[config.mk]
export PLATFORM = sky130hd
export DESIGN_NAME = auth_response_checker_unit
export DESIGN_NICKNAME = d
export VERILOG_FILES = /design/src/design/arc_pkg.sv /design/src/design/auth_response_checker_unit.sv
export SDC_FILE = /design/constraint.sdc
export NUM_CORES = 1
export LEC_CHECK = 0
export BUFFER_PORTS_ARGS = -buffer_cell sky130_fd_sc_hd__buf_4
export CAP_MARGIN = 20
export CORE_UTILIZATION = 63
export CTS_BUF_LIST = sky130_fd_sc_hd__clkbuf_4
export DETAILED_ROUTE_END_ITERATION = 10
export GPL_TIMING_DRIVEN = 0
export HOLD_SLACK_MARGIN = 0.02
export PLACE_DENSITY = 0.81
export SETUP_SLACK_MARGIN = 0.2
export SYNTH_ARGS = -nofsm -noshare
export SYNTH_HDL_FRONTEND = slang
export SYNTH_SLANG_ARGS = --single-unit
[constraint.sdc]
create_clock -name clk_i -period 6.2 [get_ports clk_i]
set_input_delay 1.24 -clock clk_i [delete_from_list [all_inputs] [get_ports clk_i]]
set_output_delay 1.24 -clock clk_i [all_outputs]
set_load 0.03 [all_outputs]
[src/design/arc_pkg.sv]
// Package for the auth response checker: phase and verdict types,
// message type codes and counter widths.
// Used by auth_response_checker_unit.
package arc_pkg;

  localparam int unsigned COUNT_BITS = 17;
  localparam int unsigned CMP_BITS   = (COUNT_BITS > 16) ? COUNT_BITS : 16;

  localparam logic [7:0]  HDR_TYPE_A   = 8'h00;
  localparam logic [7:0]  HDR_TYPE_B   = 8'h02;
  localparam logic [15:0] MSG_AUTH     = 16'h0064;
  localparam logic [15:0] MSG_PROGRESS = 16'h000A;
  localparam logic [15:0] MSG_FAILED   = 16'h0065;

  typedef enum logic [1:0] {
    VERDICT_INVALID  = 2'd0,
    VERDICT_DENIED   = 2'd1,
    VERDICT_GRANTED  = 2'd2,
    VERDICT_PROGRESS = 2'd3
  } verdict_e;

  typedef enum logic [10:0] {
    PH_HDR      = 11'b000_0000_0001,
    PH_SLEN_LO  = 11'b000_0000_0010,
    PH_SLEN_HI  = 11'b000_0000_0100,
    PH_SSKIP    = 11'b000_0000_1000,
    PH_PSIZE_LO = 11'b000_0001_0000,
    PH_PSIZE_HI = 11'b000_0010_0000,
    PH_TYPE_LO  = 11'b000_0100_0000,
    PH_TYPE_HI  = 11'b000_1000_0000,
    PH_GRANT_LO = 11'b001_0000_0000,
    PH_GRANT_HI = 11'b010_0000_0000,
    PH_DONE     = 11'b100_0000_0000
  } phase_e;

  typedef logic [COUNT_BITS-1:0] count_t;

endpackage

[src/design/auth_response_checker_unit.sv]
// Auth response checker: parses a response frame one byte per transfer and
// gives one verdict per frame. Depends on arc_pkg.
// The verdict is registered into the output entry, or into the skid entry while the output entry is held.
// Throughput: one byte per cycle while in_ready_o is high; the parse state updates on each accepted byte.
// A two-entry result buffer keeps input ready while one verdict waits.
// Reset (rst_ni low, asynchronous) returns the parser to the header phase
// and empties the result buffer.
module auth_response_checker_unit (
  input  logic       clk_i,
  input  logic       rst_ni,
  input  logic       in_valid_i,
  output logic       in_ready_o,
  input  logic [7:0] frame_byte_i,
  input  logic       frame_end_i,
  output logic       out_valid_o,
  input  logic       out_ready_i,
  output logic [1:0] verdict_o
);

  arc_pkg::phase_e   phase_q, phase_d;
  logic [15:0]       str_left_q, str_left_d;
  logic [7:0]        low_hold_q, low_hold_d;
  logic [15:0]       declared_q, declared_d;
  arc_pkg::count_t   after_cnt_q, after_cnt_d;
  arc_pkg::verdict_e pending_q, pending_d;

  logic              out_valid_q, skid_valid_q;
  arc_pkg::verdict_e out_q, skid_q;

  logic              in_fire, push, pop;
  logic [15:0]       word;
  arc_pkg::verdict_e verdict_new;

  assign in_ready_o = !skid_valid_q;
  assign in_fire    = in_valid_i && in_ready_o;
  assign push       = in_fire && frame_end_i;
  assign pop        = out_valid_q && out_ready_i;
  assign word       = {frame_byte_i, low_hold_q};

  always_comb begin
    phase_d     = phase_q;
    str_left_d  = str_left_q;
    low_hold_d  = low_hold_q;
    declared_d  = declared_q;
    after_cnt_d = after_cnt_q;
    pending_d   = pending_q;

    if (phase_q == arc_pkg::PH_TYPE_LO || phase_q == arc_pkg::PH_TYPE_HI ||
        phase_q == arc_pkg::PH_GRANT_LO || phase_q == arc_pkg::PH_GRANT_HI ||
        phase_q == arc_pkg::PH_DONE) begin
      if (after_cnt_q != '1) begin
        after_cnt_d = after_cnt_q + arc_pkg::count_t'(1);
      end
    end

    unique case (phase_q)
      arc_pkg::PH_HDR: begin
        if (frame_byte_i == arc_pkg::HDR_TYPE_A || frame_byte_i == arc_pkg::HDR_TYPE_B) begin
          phase_d = arc_pkg::PH_SLEN_LO;
        end else begin
          pending_d = arc_pkg::VERDICT_INVALID;
          phase_d   = arc_pkg::PH_DONE;
        end
      end
      arc_pkg::PH_SLEN_LO: begin
        low_hold_d = frame_byte_i;
        phase_d    = arc_pkg::PH_SLEN_HI;
      end
      arc_pkg::PH_SLEN_HI: begin
        str_left_d = word;
        phase_d    = (word == 16'd0) ? arc_pkg::PH_PSIZE_LO : arc_pkg::PH_SSKIP;
      end
      arc_pkg::PH_SSKIP: begin
        str_left_d = str_left_q - 16'd1;
        if (str_left_q == 16'd1) begin
          phase_d = arc_pkg::PH_PSIZE_LO;
        end
      end
      arc_pkg::PH_PSIZE_LO: begin
        low_hold_d = frame_byte_i;
        phase_d    = arc_pkg::PH_PSIZE_HI;
      end
      arc_pkg::PH_PSIZE_HI: begin
        declared_d = word;
        phase_d    = arc_pkg::PH_TYPE_LO;
      end
      arc_pkg::PH_TYPE_LO: begin
        low_hold_d = frame_byte_i;
        phase_d    = arc_pkg::PH_TYPE_HI;
      end
      arc_pkg::PH_TYPE_HI: begin
        phase_d = arc_pkg::PH_DONE;
        if (word == arc_pkg::MSG_AUTH) begin
          phase_d = arc_pkg::PH_GRANT_LO;
        end else if (word == arc_pkg::MSG_PROGRESS) begin
          pending_d = arc_pkg::VERDICT_PROGRESS;
        end else if (word == arc_pkg::MSG_FAILED) begin
          pending_d = arc_pkg::VERDICT_DENIED;
        end else begin
          pending_d = arc_pkg::VERDICT_INVALID;
        end
      end
      arc_pkg::PH_GRANT_LO: begin
        low_hold_d = frame_byte_i;
        phase_d    = arc_pkg::PH_GRANT_HI;
      end
      arc_pkg::PH_GRANT_HI: begin
        pending_d = (word != 16'd0) ? arc_pkg::VERDICT_GRANTED : arc_pkg::VERDICT_DENIED;
        phase_d   = arc_pkg::PH_DONE;
      end
      default: begin
        phase_d = arc_pkg::PH_DONE;
      end
    endcase
  end

  always_comb begin
    verdict_new = arc_pkg::VERDICT_INVALID;
    if (phase_d == arc_pkg::PH_DONE &&
        arc_pkg::CMP_BITS'(declared_d) >= arc_pkg::CMP_BITS'(after_cnt_d)) begin
      verdict_new = pending_d;
    end
  end

  always_ff @(posedge clk_i or negedge rst_ni) begin
    if (!rst_ni) begin
      phase_q     <= arc_pkg::PH_HDR;
      str_left_q  <= '0;
      low_hold_q  <= '0;
      declared_q  <= '0;
      after_cnt_q <= '0;
      pending_q   <= arc_pkg::VERDICT_INVALID;
    end else if (in_fire) begin
      if (frame_end_i) begin
        phase_q     <= arc_pkg::PH_HDR;
        str_left_q  <= '0;
        low_hold_q  <= '0;
        declared_q  <= '0;
        after_cnt_q <= '0;
        pending_q   <= arc_pkg::VERDICT_INVALID;
      end else begin
        phase_q     <= phase_d;
        str_left_q  <= str_left_d;
        low_hold_q  <= low_hold_d;
        declared_q  <= declared_d;
        after_cnt_q <= after_cnt_d;
        pending_q   <= pending_d;
      end
    end
  end

  // The skid entry only fills while the output entry is held, so it always
  // holds the later of the two verdicts.
  always_ff @(posedge clk_i or negedge rst_ni) begin
    if (!rst_ni) begin
      out_valid_q  <= 1'b0;
      skid_valid_q <= 1'b0;
    end else if (!out_valid_q || pop) begin
      out_valid_q  <= skid_valid_q || push;
      skid_valid_q <= skid_valid_q && push;
    end else if (push) begin
      skid_valid_q <= 1'b1;
    end
  end

  always_ff @(posedge clk_i) begin
    if (!out_valid_q || pop) begin
      if (skid_valid_q) begin
        out_q <= skid_q;
        if (push) begin
          skid_q <= verdict_new;
        end
      end else if (push) begin
        out_q <= verdict_new;
      end
    end else if (push) begin
      skid_q <= verdict_new;
    end
  end

  assign out_valid_o = out_valid_q;
  assign verdict_o   = out_q;

endmodule

# Yosys cells after proc, flatten, opt, wreduce, memory -nomap -nowiden

Cells that the tools add are included.

Word-level logic and storage cells: 87
Register bits after elaboration: 76
Bits of input ports: 13
Output and inout port bits: 4

Equality and inequality tests: 19
Add/subtract/negate cells: 2
Reductions and logical operators: 25
$lt $le $gt $ge: 1
Mux-type cells: 30

Operator list:

| cell                                                   | number |
|---|---|
| case mux 11 bit (9 select lines)                       | 1 |
| two-way mux 17 bit                                     | 3 |
| two-way mux 16 bit                                     | 3 |
| two-way mux 11 bit                                     | 4 |
| equality test 16 x 7 -> 1 bit (second input constant)  | 2 |
| case mux 16 bit (2 select lines)                       | 1 |
| equality test 11 bit (second input constant)           | 2 |
| two-way mux 2 bit                                      | 11 |
| adder 17 x 1 -> 17 bit (second input constant)         | 1 |
| greater-or-equal comparator 16 x 17 -> 1 bit           | 1 |
| != test 17 bit (second input constant)                 | 1 |
| equality test 16 x 1 -> 1 bit (second input constant)  | 1 |
| equality test 16 x 4 -> 1 bit (second input constant)  | 1 |
| logical NOT 16 bit                                     | 1 |
| two-way mux 8 bit                                      | 2 |
| nonzero test 16 bit                                    | 1 |
| subtractor 16 x 1 -> 16 bit (second input constant)    | 1 |
| equality test 11 x 1 -> 1 bit (second input constant)  | 1 |
| equality test 11 x 10 -> 1 bit (second input constant) | 1 |
| equality test 11 x 2 -> 1 bit (second input constant)  | 1 |
| equality test 11 x 3 -> 1 bit (second input constant)  | 1 |
| equality test 11 x 4 -> 1 bit (second input constant)  | 1 |
| equality test 11 x 5 -> 1 bit (second input constant)  | 1 |
| equality test 11 x 6 -> 1 bit (second input constant)  | 1 |
| 16 further kinds                                       | 33 |

# Logic depth before layout (Yosys ltp)

Depth after elaboration: 12
Mapped depth: 15
Mapped depth without buffers: 14

# Worst setup path before layout

OpenSTA, ideal clock, no wires.

Path type: register to register
From: register phase_q[1]
To: register out_q[1] (netlist: verdict_o[1]) (data pin)
Required time: 5.943 ns
Setup time: 0.257 ns
Clock period less this slack: 3.133 ns
Stages on the path, launching flop included: 16
Path buffers: 2
Arrival time: 2.875 ns
Setup slack: 3.067 ns
Cell sequence: dfrtp_1 -> buf_6 -> or4_4 -> nor3_2 -> a21boi_2 -> buf_4 -> nand4_2 -> nor2_1 -> xnor2_1 -> ha_1 -> a21oi_1 -> a21oi_1 -> a211oi_1 -> o21ai_0 -> nand4_1 -> o21ai_1

Cells in the longest elaborated chain, start to end: 11
Elaborated cells on any way between the ends: 26
Those cells by class: 1 x order compare; 12 x eq/ne; 8 x mux; 5 x reduce/logical

RTL lines:

| element                                                                               | line                                                               | source |
|---|---|---|
| start, declared                                                                       | auth_response_checker_unit.sv:20                                   | `arc_pkg::phase_e phase_q, phase_d;` |
| start signal, assigned                                                                | auth_response_checker_unit.sv:127                                  | `phase_q <= arc_pkg::PH_HDR;` |
| start signal, assigned                                                                | auth_response_checker_unit.sv:135                                  | `phase_q <= arc_pkg::PH_HDR;` |
| start signal, assigned                                                                | auth_response_checker_unit.sv:142                                  | `phase_q <= phase_d;` |
| equality test 11 x 7 -> 1 bit / equality test 11 x 8 -> 1 bit (equally long branches) | auth_response_checker_unit.sv:48, auth_response_checker_unit.sv:56 |  |
| logical OR 1 bit (2 in series)                                                        | auth_response_checker_unit.sv:48                                   | `if (phase_q == arc_pkg::PH_TYPE_LO \|\| phase_q == arc_pkg::PH_TYPE_HI \|\|` |
| logical OR 1 bit (2 in series)                                                        | auth_response_checker_unit.sv:49                                   | `phase_q == arc_pkg::PH_GRANT_LO \|\| phase_q == arc_pkg::PH_GRANT_HI \|\|` |
| two-way mux 17 bit                                                                    | auth_response_checker_unit.sv:48                                   |  |
| greater-or-equal comparator 16 x 17 -> 1 bit                                          | auth_response_checker_unit.sv:120                                  | `arc_pkg::CMP_BITS'(declared_d) >= arc_pkg::CMP_BITS'(after_cnt_d)) begin` |
| logical AND 1 bit                                                                     | auth_response_checker_unit.sv:119                                  | `if (phase_d == arc_pkg::PH_DONE &&` |
| two-way mux 2 bit (*)                                                                 | auth_response_checker_unit.sv:119                                  |  |
| two-way mux 2 bit (*)                                                                 | auth_response_checker_unit.sv:173                                  | `end else if (push) begin` |
| two-way mux 2 bit (*)                                                                 | auth_response_checker_unit.sv:168                                  | `if (skid_valid_q) begin` |
| end signal, assigned                                                                  | auth_response_checker_unit.sv:169                                  | `out_q <= skid_q;` |
| end signal, assigned                                                                  | auth_response_checker_unit.sv:174                                  | `out_q <= verdict_new;` |
| end, declared                                                                         | auth_response_checker_unit.sv:28                                   | `arc_pkg::verdict_e out_q, skid_q;` |

Mark *: on every way between the ends. The rest lies on a longest branch, timed or not. The select of a mux whose other input is x is not followed.
A chain may end at the register's enable or synchronous reset.

# Final worst setup path

From: register phase_q[4]
To: register out_q[1] (netlist: verdict_o[1]) (data pin)

Same word-level chain as after synthesis.

==> impl_metrics.py <==
metrics = {
    "global_route": {
        "grt_pass1_wl_mm": 21.52,
        "grt_start_max_net_pins": 73,
        "overflow": 0,
        "grt_use_total_pct": 32.90,
        "grt_pass1_vias": 4564,
        "antenna_found_initial": 0,
    },
    "synth": {
        "synth_seq_cells": 76,
        "syn-instance-count": 551,
        "syn_area_per_cell_um2": 9.029,
        "netlist_top_cells_area": "dfrtp_1 (36%), ha_1 (4.8%), a22o_1 (4.8%), a21oi_1 (3.5%), nand2_1 (3.3%)",
        "yosys.area.top_type": "dfrtp_1",
        "synth_seq_area_share_pct": 38.66,
        "async_reset_ff_share_pct": 94.74,
        "synth_edf_count": 4,
        "yosys.area.top_type_share_pct": 35.71,
        "syn_area_um2": 4975,
        "synth_nets": 583,
        "synthFlopType": "dfrtp_1",
        "ys_types": 64,
        "yosys_warnings": 0,
    },
    "worst_setup_path": {
        "worstPathArrival_ps": 4150,
        "cp-end-kind": "flop",
        "critical_path_class": "flop to flop",
        "required_ps": 6400,
        "reg2reg_slack_ps": 2250,
        "rr_endpoint": "verdict_o[1]",
        "cp_max_fo": 10,
        "critPathLaunchType": "flop",
        "rr_startpoint": "phase_q[4]",
        "r2r_cells": 15,
    },
    "placed_design": {
        "dp_slack_ps": 2407,
        "dp.cells": 668,
        "dpl.hpwl_mm": 9.309,
        "portBuffers": 15,
        "routabilityCongestion": 0.9355,
    },
    "sta": {
        "worstMarginPinSlew_ps": 914.0,
        "tns_ps": 0,
        "fmax_mhz": 253.2,
        "maxSlewViolCount": 0,
        "max_slew_margin_pct": 39.06,
        "finalHoldViolCount": 0,
        "fin_crit_ps": 3950,
        "timing.final.crit_share_pct": 63.70,
        "fin_ws_ps": 2250,
        "setup_viol": 0,
        "grt_setup_unrepaired": "false",
        "skew_ps": 17.67,
    },
    "cts": {
        "clkSinkCount": 76,
        "clockBufferDepth": 2,
        "cts-root-buf": "clkbuf_4",
        "clk_latency_ps": 440,
        "htree_levels": 3,
        "post_cts_buffers": 0,
        "clkTransAtPathRegs_ps": 130,
        "cts_buffers": 9,
        "cts_tree": "yes",
        "ctsHoldBuffers": 0,
        "cts_resized": 0,
    },
    "power_and_ir_drop": {
        "pwr-share-comb_pct": 13.0,
        "clkPwrFrac_pct": 29.6,
        "power.total_mw": 0.9011,
        "power.density_nw_per_um2": 169.2,
        "ir_worst_vdd_mv": 0.1031,
        "pwr-share-seq_pct": 57.4,
        "p_leak_nw": 2.275,
        "switchingPower_mw": 0.2756,
        "p_int_mw": 0.6255,
        "switching_share_pct": 30.59,
    },
    "cells_and_area": {
        "finalNetCount": 609,
        "utilization_pct": 69.29,
        "final_cells": 684,
        "area_delta_synth_final_pct": 7.067,
        "diodes": 0,
        "drive_above_1_share_pct": 12.37,
    },
    "floorplanning": {
        "dieArea_um2": 8256,
        "dieHeight_um": 90.86,
        "ios": 17,
        "die_x_um": 90.86,
        "initial_core_util_pct": 64.71,
        "rows": 32,
        "core_um2": 7687,
    },
    "route": {
        "avgViaCountPerCell": 6.544,
        "finalWirelength_mm": 12.94,
        "routedWlPerCell_um": 18.92,
        "drt_iter0_markers": 273,
        "first_pass_iters": 4,
        "drtAntennaViolNets": 0,
        "drc": 0,
        "vias": 4476,
    },
    "min_path": {
        "hold_class": "flop to flop",
        "hold_end": "declared_q[0]",
        "min_from": "declared_q[0]",
        "min_path_cells": 2,
    },
    "flow_run": {
        "max-cap-violations": 0,
    },
    "run_status": {
        "status": "complete, no violations",
    },
}
[cell type report]
type / instances / area [um2]
fillers: 642 / 2361
repair buffers: 15 / 112.6
multi-input cells: 427 / 2826
inverters: 15 / 56.30
clock buffers: 9 / 67.56
flip-flops and latches: 76 / 1923
plain buffers: 33 / 168.9
clock inverters: 7 / 43.79
well taps: 102 / 127.6
[cells in the mapped netlist (13+ instances only)]
cell and n:
nor3_1 14, o21ai_0 28, nor4_1 15, nand4_1 20, nand3_1 17, o21ai_1 29
nor2_1 44, a22o_1 27, a21oi_1 35, nand2_1 44, xnor2_1 13, dfrtp_1 71
ha_1 19, clkbuf_1 18, inv_1 14
[flip-flops by register name, summed over array words and instances (netlist names)]
register      cells
declared_q       16
verdict_o         2
after_cnt_q      17
phase_q          11
skid_valid_q      1
pending_q         2
low_hold_q        8
skid_q            2
out_valid_o       1
str_left_q       16
[cells by family after synthesis]
group           synth area share [%]
compound gates                 19.42
xor+xnor                       3.521
fa+ha+maj                      4.779
buf+inv                        4.527
flops                          38.66
mux                            5.206
simple gates                   23.89
[placed cells by master (no fill, tap or decap), drive strengths merged, types with 9 or more instances in the layout]
cell type,synthesis,final
a21oi,35,35
a22o,27,27
buf,14,29
clkbuf,19,28
dfrtp,71,71
ha,19,19
inv,14,14
mux2,15,15
mux2i,9,9
nand2,44,44
nand3,19,19
nand4,22,22
nor2,44,44
nor3,16,16
nor4,19,19
o21ai,57,57
xnor2,13,13
[layer usage]
layer / vias up / wire length (um) / global-route usage, %
met5: - / 0 / 0
met4: 0 / 293 / 15.08
met3: 27 / 743 / 4.714
met2: 145 / 6337 / 54.99
met1: 2200 / 5565 / 42.26
li1: 2104 / - / -
[worst max-delay path: stages, from the launching register on]
cell and delay [ps]:
dfrtp_1 380, buf_2 190, or4_4 510, nor3_2 300, a21boi_2 300, buf_4 210, nand4_2 200, nor2_1 170
xnor2_1 140, ha_1 290, a21oi_1 170, a21oi_1 90, a211oi_1 290, o21ai_0 240, nand4_1 150, o21ai_1 80
[power by group through the flow]
| stage | combinational [mW] | clock [mW] | sequential [mW] |
|---|---|---|---|
| finish | 0.117 | 0.267 | 0.517 |
| global route | 0.129 | 0.284 | 0.518 |
| CTS | 0.116 | 0.269 | 0.517 |
| detailed placement | 0.116 | 0 | 0.526 |
| global placement | 0.112 | 0 | 0.525 |
| floorplan | 0.0692 | 0 | 0.527 |
[worst max-delay path by stage]
stage / slack, ps / startpoint / endpoint
CTS: 2380 / phase_q[1] / verdict_o[1]
global placement: 2430 / phase_q[4] / verdict_o[1]
global route: 2080 / phase_q[1] / verdict_o[1]
finish: 2250 / phase_q[4] / verdict_o[1]
floorplan: 3070 / phase_q[1] / verdict_o[1]
detailed placement: 2410 / phase_q[1] / verdict_o[1]
[per-stage QoR]
step	hold WS (ps)	cell area [um2]
2_1_floorplan	443.6	4975
3_3_place_gp	458.7	5215
3_5_place_dp	472.2	5215
4_1_cts	500.5	5326
5_1_grt	527.5	5326
6_report	501.2	5326
Power figures use the tool's default switching activity.
